$ cat config.mk
export PLATFORM = sky130hd
export DESIGN_NAME = text_run_length_encoder
export DESIGN_NICKNAME = d
export VERILOG_FILES = /design/src/trle_pkg.sv /design/src/trle_bcd.sv /design/src/text_run_length_encoder.sv
export SDC_FILE = /design/constraint.sdc
export NUM_CORES = 1
export LEC_CHECK = 0
export ABC_AREA = 1
export BUFFER_PORTS_ARGS = -buffer_cell sky130_fd_sc_hd__buf_4
export CORE_MARGIN = 2
export CORE_UTILIZATION = 61
export CTS_CLUSTER_SIZE = 24
export DETAILED_ROUTE_END_ITERATION = 6
export GPL_ROUTABILITY_DRIVEN = 0
export HOLD_SLACK_MARGIN = 0.05
export PLACE_DENSITY = 0.77
export SLEW_MARGIN = 10
export SYNTH_ARGS = -nofsm -noshare
export SYNTH_HDL_FRONTEND = slang
export SYNTH_HIERARCHICAL = 1
export SYNTH_SLANG_ARGS = --single-unit
$ cat constraint.sdc
create_clock -name clk -period 3.1 [get_ports clk]
set_input_delay 0.62 -clock clk [delete_from_list [all_inputs] [get_ports clk]]
set_output_delay 0.62 -clock clk [all_outputs]
set_load 0.05 [all_outputs]
$ cat src/trle_pkg.sv
`timescale 1ns / 1ps

package trle_pkg;

  // Default widths of the run counter and of the running totals
  localparam int DEF_COUNT_BITS = 16;
  localparam int DEF_TOTAL_BITS = 32;

  // Result bytes delivered per input request; the rest are only counted
  localparam int RES_CNT_BITS = 4;
  localparam logic [RES_CNT_BITS-1:0] MAX_RESULTS = 4'd12;

  // ASCII code of the digit zero
  localparam logic [7:0] DIGIT_BASE = 8'h30;

  typedef enum logic [2:0] {
    ST_IDLE,
    ST_EOF,
    ST_LOAD,
    ST_BYTE,
    ST_SKIP,
    ST_DIGIT
  } trle_state_t;

  // Commands to the decimal converter
  typedef struct packed {
    logic load;
    logic shift;
  } trle_cvt_ctrl_t;

  // Status of the decimal converter
  typedef struct packed {
    logic       done;
    logic       last_digit;
    logic [3:0] digit;
  } trle_cvt_stat_t;

  // Decimal digits needed for the largest count of the given width
  function automatic int dec_digits(input int bits);
    logic [64:0] v;
    int          n;
    v = (65'd1 << bits) - 65'd1;
    n = 1;
    v = v / 10;
    while (v != 65'd0) begin
      n = n + 1;
      v = v / 10;
    end
    return n;
  endfunction

endpackage

$ cat src/trle_bcd.sv
`timescale 1ns / 1ps

module trle_bcd import trle_pkg::*; #(
  parameter int COUNT_BITS = DEF_COUNT_BITS
) (
  input  logic                  clk,
  input  logic                  rst,
  input  trle_cvt_ctrl_t        ctrl,
  input  logic [COUNT_BITS-1:0] value,
  output trle_cvt_stat_t        stat
);

  localparam int NDIG = dec_digits(COUNT_BITS);
  localparam int BCD_BITS = NDIG * 4;
  localparam int BIT_CNT_BITS = $clog2(COUNT_BITS + 1);
  localparam int DIG_CNT_BITS = $clog2(NDIG + 1);

  logic [COUNT_BITS-1:0]   bin_sr;
  logic [BCD_BITS-1:0]     bcd;
  logic [BCD_BITS-1:0]     bcd_adj;
  logic [BIT_CNT_BITS-1:0] bit_cnt;
  logic [DIG_CNT_BITS-1:0] dig_left;

  // Add three to every digit of five or more before the shift
  always_comb begin
    for (int i = 0; i < NDIG; i++) begin
      if (bcd[i*4 +: 4] >= 4'd5) begin
        bcd_adj[i*4 +: 4] = bcd[i*4 +: 4] + 4'd3;
      end else begin
        bcd_adj[i*4 +: 4] = bcd[i*4 +: 4];
      end
    end
  end

  // Count bits in and digits out
  always_ff @(posedge clk) begin
    if (rst) begin
      bit_cnt  <= '0;
      dig_left <= '0;
    end else if (ctrl.load) begin
      bit_cnt  <= BIT_CNT_BITS'(COUNT_BITS);
      dig_left <= DIG_CNT_BITS'(NDIG);
    end else if (bit_cnt != '0) begin
      bit_cnt <= bit_cnt - 1'b1;
    end else if (ctrl.shift) begin
      dig_left <= dig_left - 1'b1;
    end
  end

  // Shift one binary bit in per cycle, then one digit out per shift command
  always_ff @(posedge clk) begin
    if (ctrl.load) begin
      bin_sr <= value;
      bcd    <= '0;
    end else if (bit_cnt != '0) begin
      bin_sr <= {bin_sr[COUNT_BITS-2:0], 1'b0};
      bcd    <= {bcd_adj[BCD_BITS-2:0], bin_sr[COUNT_BITS-1]};
    end else if (ctrl.shift) begin
      bcd <= {bcd[BCD_BITS-5:0], 4'd0};
    end
  end

  assign stat.done       = (bit_cnt == '0);
  assign stat.last_digit = (dig_left == DIG_CNT_BITS'(1));
  assign stat.digit      = bcd[BCD_BITS-1 -: 4];

endmodule

$ cat src/text_run_length_encoder.sv
`timescale 1ns / 1ps
// Run-length encoder for byte streams with decimal ASCII counts.
// Input channel: in_byte plus end_of_file, moved by in_valid / in_stall.
// Output channel: one byte per request (run byte or count digit) with
// last_of_run and the running read and written totals, moved by out_valid /
// out_stall.
// A request that only extends a run leaves the encoder idle. A request that
// closes a run emits the run byte followed by its count, most significant
// digit first; the run byte is emitted from the byte state after the load
// state, with the end-of-file state ahead of the load state when only the
// end of file closes the run. The bit-serial binary-to-decimal converter
// takes one bit per cycle and then skips or emits one digit per cycle, an
// emitted digit waiting while the receiver stalls. A request ending a file
// right after a run change closes two runs back to back.
// Up to twelve results are delivered per request; further ones are counted.
// Synchronous reset clears the open run, both internal running sums and the output valid flag.
// A stalled receiver holds the output register and pauses the encoder; an
// input request is taken again once the last result sits in that register.
module text_run_length_encoder import trle_pkg::*; #(
  parameter int COUNT_BITS = DEF_COUNT_BITS,
  parameter int TOTAL_BITS = DEF_TOTAL_BITS
) (
  input  logic        clk,
  input  logic        rst,
  input  logic        in_valid,
  output logic        in_stall,
  input  logic [7:0]  in_byte,
  input  logic        end_of_file,
  output logic        out_valid,
  input  logic        out_stall,
  output logic [7:0]  out_byte,
  output logic        last_of_run,
  output logic [31:0] read_total,
  output logic [31:0] written_total
);

  trle_state_t             state, state_next;
  logic                    run_open, run_open_next;
  logic [7:0]              run_byte, run_byte_next;
  logic [COUNT_BITS-1:0]   run_length, run_length_next;
  logic [TOTAL_BITS-1:0]   read_sum, read_sum_next;
  logic [TOTAL_BITS-1:0]   written_sum, written_sum_next;
  logic [TOTAL_BITS-1:0]   written_inc;
  logic [7:0]              fl_byte, fl_byte_next;
  logic [COUNT_BITS-1:0]   fl_len, fl_len_next;
  logic                    eof_pend, eof_pend_next;
  logic [RES_CNT_BITS-1:0] res_cnt, res_cnt_next;
  logic                    out_valid_next;
  logic [7:0]              out_byte_next;
  logic                    last_of_run_next;
  logic [31:0]             read_total_next;
  logic [31:0]             written_total_next;

  logic                    emit;
  logic [7:0]              emit_byte;
  logic                    emit_last;
  logic                    emit_ok;
  logic                    drop;
  logic                    flush_old;
  trle_cvt_ctrl_t          cvt_ctrl;
  trle_cvt_stat_t          cvt_stat;

  trle_bcd #(
    .COUNT_BITS(COUNT_BITS)
  ) u_bcd (
    .clk  (clk),
    .rst  (rst),
    .ctrl (cvt_ctrl),
    .value(fl_len),
    .stat (cvt_stat)
  );

  assign drop        = (res_cnt == MAX_RESULTS);
  assign emit_ok     = drop || !out_valid || !out_stall;
  assign written_inc = written_sum + TOTAL_BITS'(1);

  // Next state, run bookkeeping and result generation
  always_comb begin
    state_next         = state;
    run_open_next      = run_open;
    run_byte_next      = run_byte;
    run_length_next    = run_length;
    read_sum_next      = read_sum;
    written_sum_next   = written_sum;
    fl_byte_next       = fl_byte;
    fl_len_next        = fl_len;
    eof_pend_next      = eof_pend;
    res_cnt_next       = res_cnt;
    out_valid_next     = out_valid;
    out_byte_next      = out_byte;
    last_of_run_next   = last_of_run;
    read_total_next    = read_total;
    written_total_next = written_total;
    cvt_ctrl           = '0;
    emit               = 1'b0;
    emit_byte          = fl_byte;
    emit_last          = 1'b0;
    flush_old          = 1'b0;
    in_stall           = (state != ST_IDLE);

    unique case (state)
      ST_IDLE: begin
        if (in_valid) begin
          res_cnt_next  = '0;
          eof_pend_next = end_of_file;
          if (!run_open) begin
            run_open_next   = 1'b1;
            run_byte_next   = in_byte;
            run_length_next = COUNT_BITS'(1);
          end else if (in_byte != run_byte || &run_length) begin
            flush_old       = 1'b1;
            fl_byte_next    = run_byte;
            fl_len_next     = run_length;
            run_byte_next   = in_byte;
            run_length_next = COUNT_BITS'(1);
          end else begin
            run_length_next = run_length + COUNT_BITS'(1);
          end
          if (flush_old) begin
            state_next = ST_LOAD;
          end else if (end_of_file) begin
            state_next = ST_EOF;
          end
        end
      end
      // Close the open run at end of file
      ST_EOF: begin
        fl_byte_next    = run_byte;
        fl_len_next     = run_length;
        run_open_next   = 1'b0;
        run_length_next = '0;
        eof_pend_next   = 1'b0;
        state_next      = ST_LOAD;
      end
      // Start the conversion and count the run into the read total
      ST_LOAD: begin
        cvt_ctrl.load = 1'b1;
        read_sum_next = read_sum + TOTAL_BITS'(fl_len);
        state_next    = ST_BYTE;
      end
      ST_BYTE: begin
        if (emit_ok) begin
          emit       = 1'b1;
          emit_byte  = fl_byte;
          emit_last  = (res_cnt == MAX_RESULTS - 1'b1);
          state_next = ST_SKIP;
        end
      end
      // Drop leading zeros once the conversion is done
      ST_SKIP: begin
        if (cvt_stat.done) begin
          if (cvt_stat.digit == 4'd0 && !cvt_stat.last_digit) begin
            cvt_ctrl.shift = 1'b1;
          end else begin
            state_next = ST_DIGIT;
          end
        end
      end
      ST_DIGIT: begin
        if (emit_ok) begin
          emit           = 1'b1;
          emit_byte      = DIGIT_BASE + 8'(cvt_stat.digit);
          emit_last      = (res_cnt == MAX_RESULTS - 1'b1) ||
                           (cvt_stat.last_digit && !eof_pend);
          cvt_ctrl.shift = 1'b1;
          if (cvt_stat.last_digit) begin
            state_next = eof_pend ? ST_EOF : ST_IDLE;
          end
        end
      end
      default: begin
        state_next = ST_IDLE;
      end
    endcase

    // Retire the output register once taken
    if (out_valid && !out_stall) begin
      out_valid_next = 1'b0;
    end

    // Count every result; deliver it unless past the per-request limit
    if (emit) begin
      written_sum_next = written_inc;
      if (!drop) begin
        out_valid_next     = 1'b1;
        out_byte_next      = emit_byte;
        last_of_run_next   = emit_last;
        read_total_next    = 32'(read_sum);
        written_total_next = 32'(written_inc);
        res_cnt_next       = res_cnt + 1'b1;
      end
    end
  end

  // Control and run state
  always_ff @(posedge clk) begin
    if (rst) begin
      state       <= ST_IDLE;
      run_open    <= 1'b0;
      run_byte    <= '0;
      run_length  <= '0;
      read_sum    <= '0;
      written_sum <= '0;
      eof_pend    <= 1'b0;
      res_cnt     <= '0;
      out_valid   <= 1'b0;
    end else begin
      state       <= state_next;
      run_open    <= run_open_next;
      run_byte    <= run_byte_next;
      run_length  <= run_length_next;
      read_sum    <= read_sum_next;
      written_sum <= written_sum_next;
      eof_pend    <= eof_pend_next;
      res_cnt     <= res_cnt_next;
      out_valid   <= out_valid_next;
    end
  end

  // Payload registers
  always_ff @(posedge clk) begin
    fl_byte       <= fl_byte_next;
    fl_len        <= fl_len_next;
    out_byte      <= out_byte_next;
    last_of_run   <= last_of_run_next;
    read_total    <= read_total_next;
    written_total <= written_total_next;
  end

endmodule
==> out/metrics.yaml <==
outcome:
  status: "finished, final reports clean"
worst_hold_path:
  whs_endpoint: "eof_pend"
  worstHoldStart: "end_of_file"
  min_path_type: "in -> reg"
  hold_depth: 3
yosys:
  synthArstFlopShare_pct: 0
  synth_ff_type: "dfxtp_1"
  synth_edf_count: 113
  synth_mux_area_share_pct: 0
  ys_warn_count: 6
  synth.area.top_cells: "edfxtp_1 28%, dfxtp_1 21%, nand2_1 10%"
  yosys.cell_types.count: 55
  yosys.area_share.adder_pct: 3.60
  syn_area_mm2: 0.0120
  yosys.area.top_type: "edfxtp_1"
  yosysSeqAreaShare_pct: 49.3
  syn_inst: 1467
  synth-simple-area-share_pct: 24.8
  synth_seq_cells: 239
  syn_avg_cell_area_um2: 8.19
  synth_nets: 1514
  synth_compound_area_share_pct: 10.7
  synth_xor_area_share_pct: 3.06
  synth_top_family_by_area: "simple AND/OR/NAND/NOR gates"
  synth_top_area_share_pct: 28.3
power:
  power.leakage_nw: 6.03
  peakVddDrop_mv: 0.593
  power_density_mw_per_mm2: 949
clock_network:
  clkSinkCount: 239
  cts_setup_buffers: 0
  clock_latency_ps: 530
  cts_resized: 0
  htreeDepth: 1
  cts_max_path_buffers: 3
  clkTransAtPathRegs_ps: 60
  cts_tree: "yes"
  holdBufCountCts: 0
  cts_root_buf: "clkbuf_16"
  numCtsBuffers: 25
drt:
  first_pass_iters: 5
  antenna_left: 0
  finalWirelength_mm: 26.2
  via_per_inst: 5.34
  num_vias: 9812
  wire_per_inst_um: 14.3
  drc: 0
  drt-initial-drc-count: 577
worst_setup_path:
  crit_chain: "inv_1 -> ha_1 -> nand3_1 -> nand2_1 -> inv_1 -> nor2_1 -> inv_1 -> o21ai_0 -> inv_2 -> nand4_1 -> o21ai_0 -> o21ai_0 -> inv_1"
  critPathMaxStageDelay_ps: 480
  path_delay_family: "simple AND/OR/NAND/NOR gates"
  r2r_setup_slack_ps: 370
  timing.critical_path.buf_inv: 5
  r2r-end: "u_bcd/bcd[19]"
  r2r_start: "res_cnt[0]"
  critPathCaptureType: "register"
  slowest_stage: "nand4_1"
  cp_max_fo: 13
  cp.required_ps: 3570
  worstSetupStartpointType: "register"
  cpMostUsedCell: "inv_1"
  worstSetupPathType: "reg -> reg"
  worstPathArrival_ps: 3200
  r2r_cells: 13
place:
  post-place-ws_ps: 363
  dp_hpwl_mm: 18.2
  port_buffers: 87
sta:
  finalSetupViolCount: 0
  slew_headroom_pct: 51.9
  skew_ps: 12.3
  worst_slack_ps: 372
  rsz0062_at_grt: "false"
  hold_viol_final: 0
  slew_violations: 0
  period_needed_ps: 2730
  period_share_pct: 88.0
  tightest_slew_ps: 714
  whs_ps: 393
  fmax_ghz: 0.367
  setup_tns_ps: 0
floorplan:
  die_h_um: 144
  die_w_um: 144
  die_area_mm2: 0.0208
  start_util_pct: 61.9
  rows: 51
  coreArea_mm2: 0.0194
  io_pins: 88
final_layout:
  area_delta_synth_final_pct: 13.9
  drive_gt1_share_pct: 12.3
  diodes: 0
  layout_commonest_cell: "nand2_1"
  final_cell_mix: "328 x nand2_1, 199 x inv_1, 171 x nor2_1, 126 x dfxtp_1, 113 x edfxtp_1"
  nets: 1600
grt:
  grt.total_usage_pct: 25.3
  grt_pass1_vias: 9087
  antenna_found_initial: 0
  overflow: 0
  grt_pass1_wl_mm: 42.8
  grt_max_degree: 66
job:
  maxCapViolCount: 0
cell usage after synthesis (all sizes together), types with 4 or more instances:
library cell	number
o21bai	9
ha	33
o21ai	98
nor3b	4
clkbuf	17
nor3	25
o21a	4
or2	6
edfxtp	113
a21oi	103
xor2	34
nand4	29
nand2	334
nor2	181
inv	206
xnor2	8
nand3	86
dfxtp	126
buf	23
o211ai	5
nor4	5
kinds of logic after synthesis:
kind of cell,Yosys count
simple gates,675
buf+inv,246
flops,239
compound gates,231
xor+xnor,42
fa+ha+maj,34
power by group:
| part | internal (mW) | switching (mW) | total, mW |
|---|---|---|---|
| Sequential | 4.44 | 0.602 | 5.05 |
| Combinational | 1.57 | 3.43 | 5.00 |
| Clock | 1.72 | 1.22 | 2.94 |
| Total | 7.73 | 5.25 | 13.0 |
flip-flops by register name, indices dropped and copies added, names as in the netlist, named ones only:
register        count
eof_pend            1
u_bcd/bcd          20
fl_byte             8
fl_len             16
run_byte            8
read_total         32
last_of_run         1
written_total      32
res_cnt             3
read_sum           32
run_open            1
run_length         16
u_bcd/bin_sr       16
written_sum        32
out_byte            8
u_bcd/dig_left      3
state               3
out_valid           1
u_bcd/bit_cnt       5
metal layers:
layer / share of wire (%) / GRT usage (%)
met1: 45 / 34.1
met2: 47 / 41.6
met3: 5.5 / 4.47
met4: 2.6 / 8.28
met5: 0 / 0
how the worst max path moves through the flow:
stage	startpoint	endpoint	slack, ps	depth (start not counted)
floorplan	run_length[0]	fl_byte[0]	260	9
global placement	out_stall	u_bcd/bcd[15]	450	13
detailed placement	out_stall	u_bcd/bcd[15]	360	13
CTS	res_cnt[0]	u_bcd/bcd[15]	400	13
global route	res_cnt[0]	u_bcd/bcd[19]	20	13
finish	res_cnt[0]	u_bcd/bcd[19]	370	13
worst register-to-register path: cells and delay by family, from the launching register on:
kind	cells	cell delay [ps]
AO/OA/AOI/OAI	3	740
flip-flops	1	390
buffers and inverters	5	580
AND/OR/NAND/NOR	4	760
adder cells (fa/ha/maj)	1	200
area by class of cell:
type / instances / area, µm²
Sequential cell: 239 / 5920
Fill cell: 1610 / 5720
Multi-Input combinational cell: 982 / 5070
Inverter: 206 / 776
Timing Repair Buffer: 99 / 768
Clock buffer: 36 / 727
Tap cell: 265 / 332
Clock inverter: 9 / 87.6
per-stage QoR:
step                      util, %  area (µm²)  power (mW)  instances
final                        70.5       13700        13.0       1836
after global routing         70.5       13700        13.8       1836
after CTS                    70.5       13700        13.0       1836
after detailed placement     66.3       12900        10.0       1791
after global placement       66.3       12900        9.90       1791
after floorplan                 -       12000        8.91       1467
(Power assumes the default switching activity.)
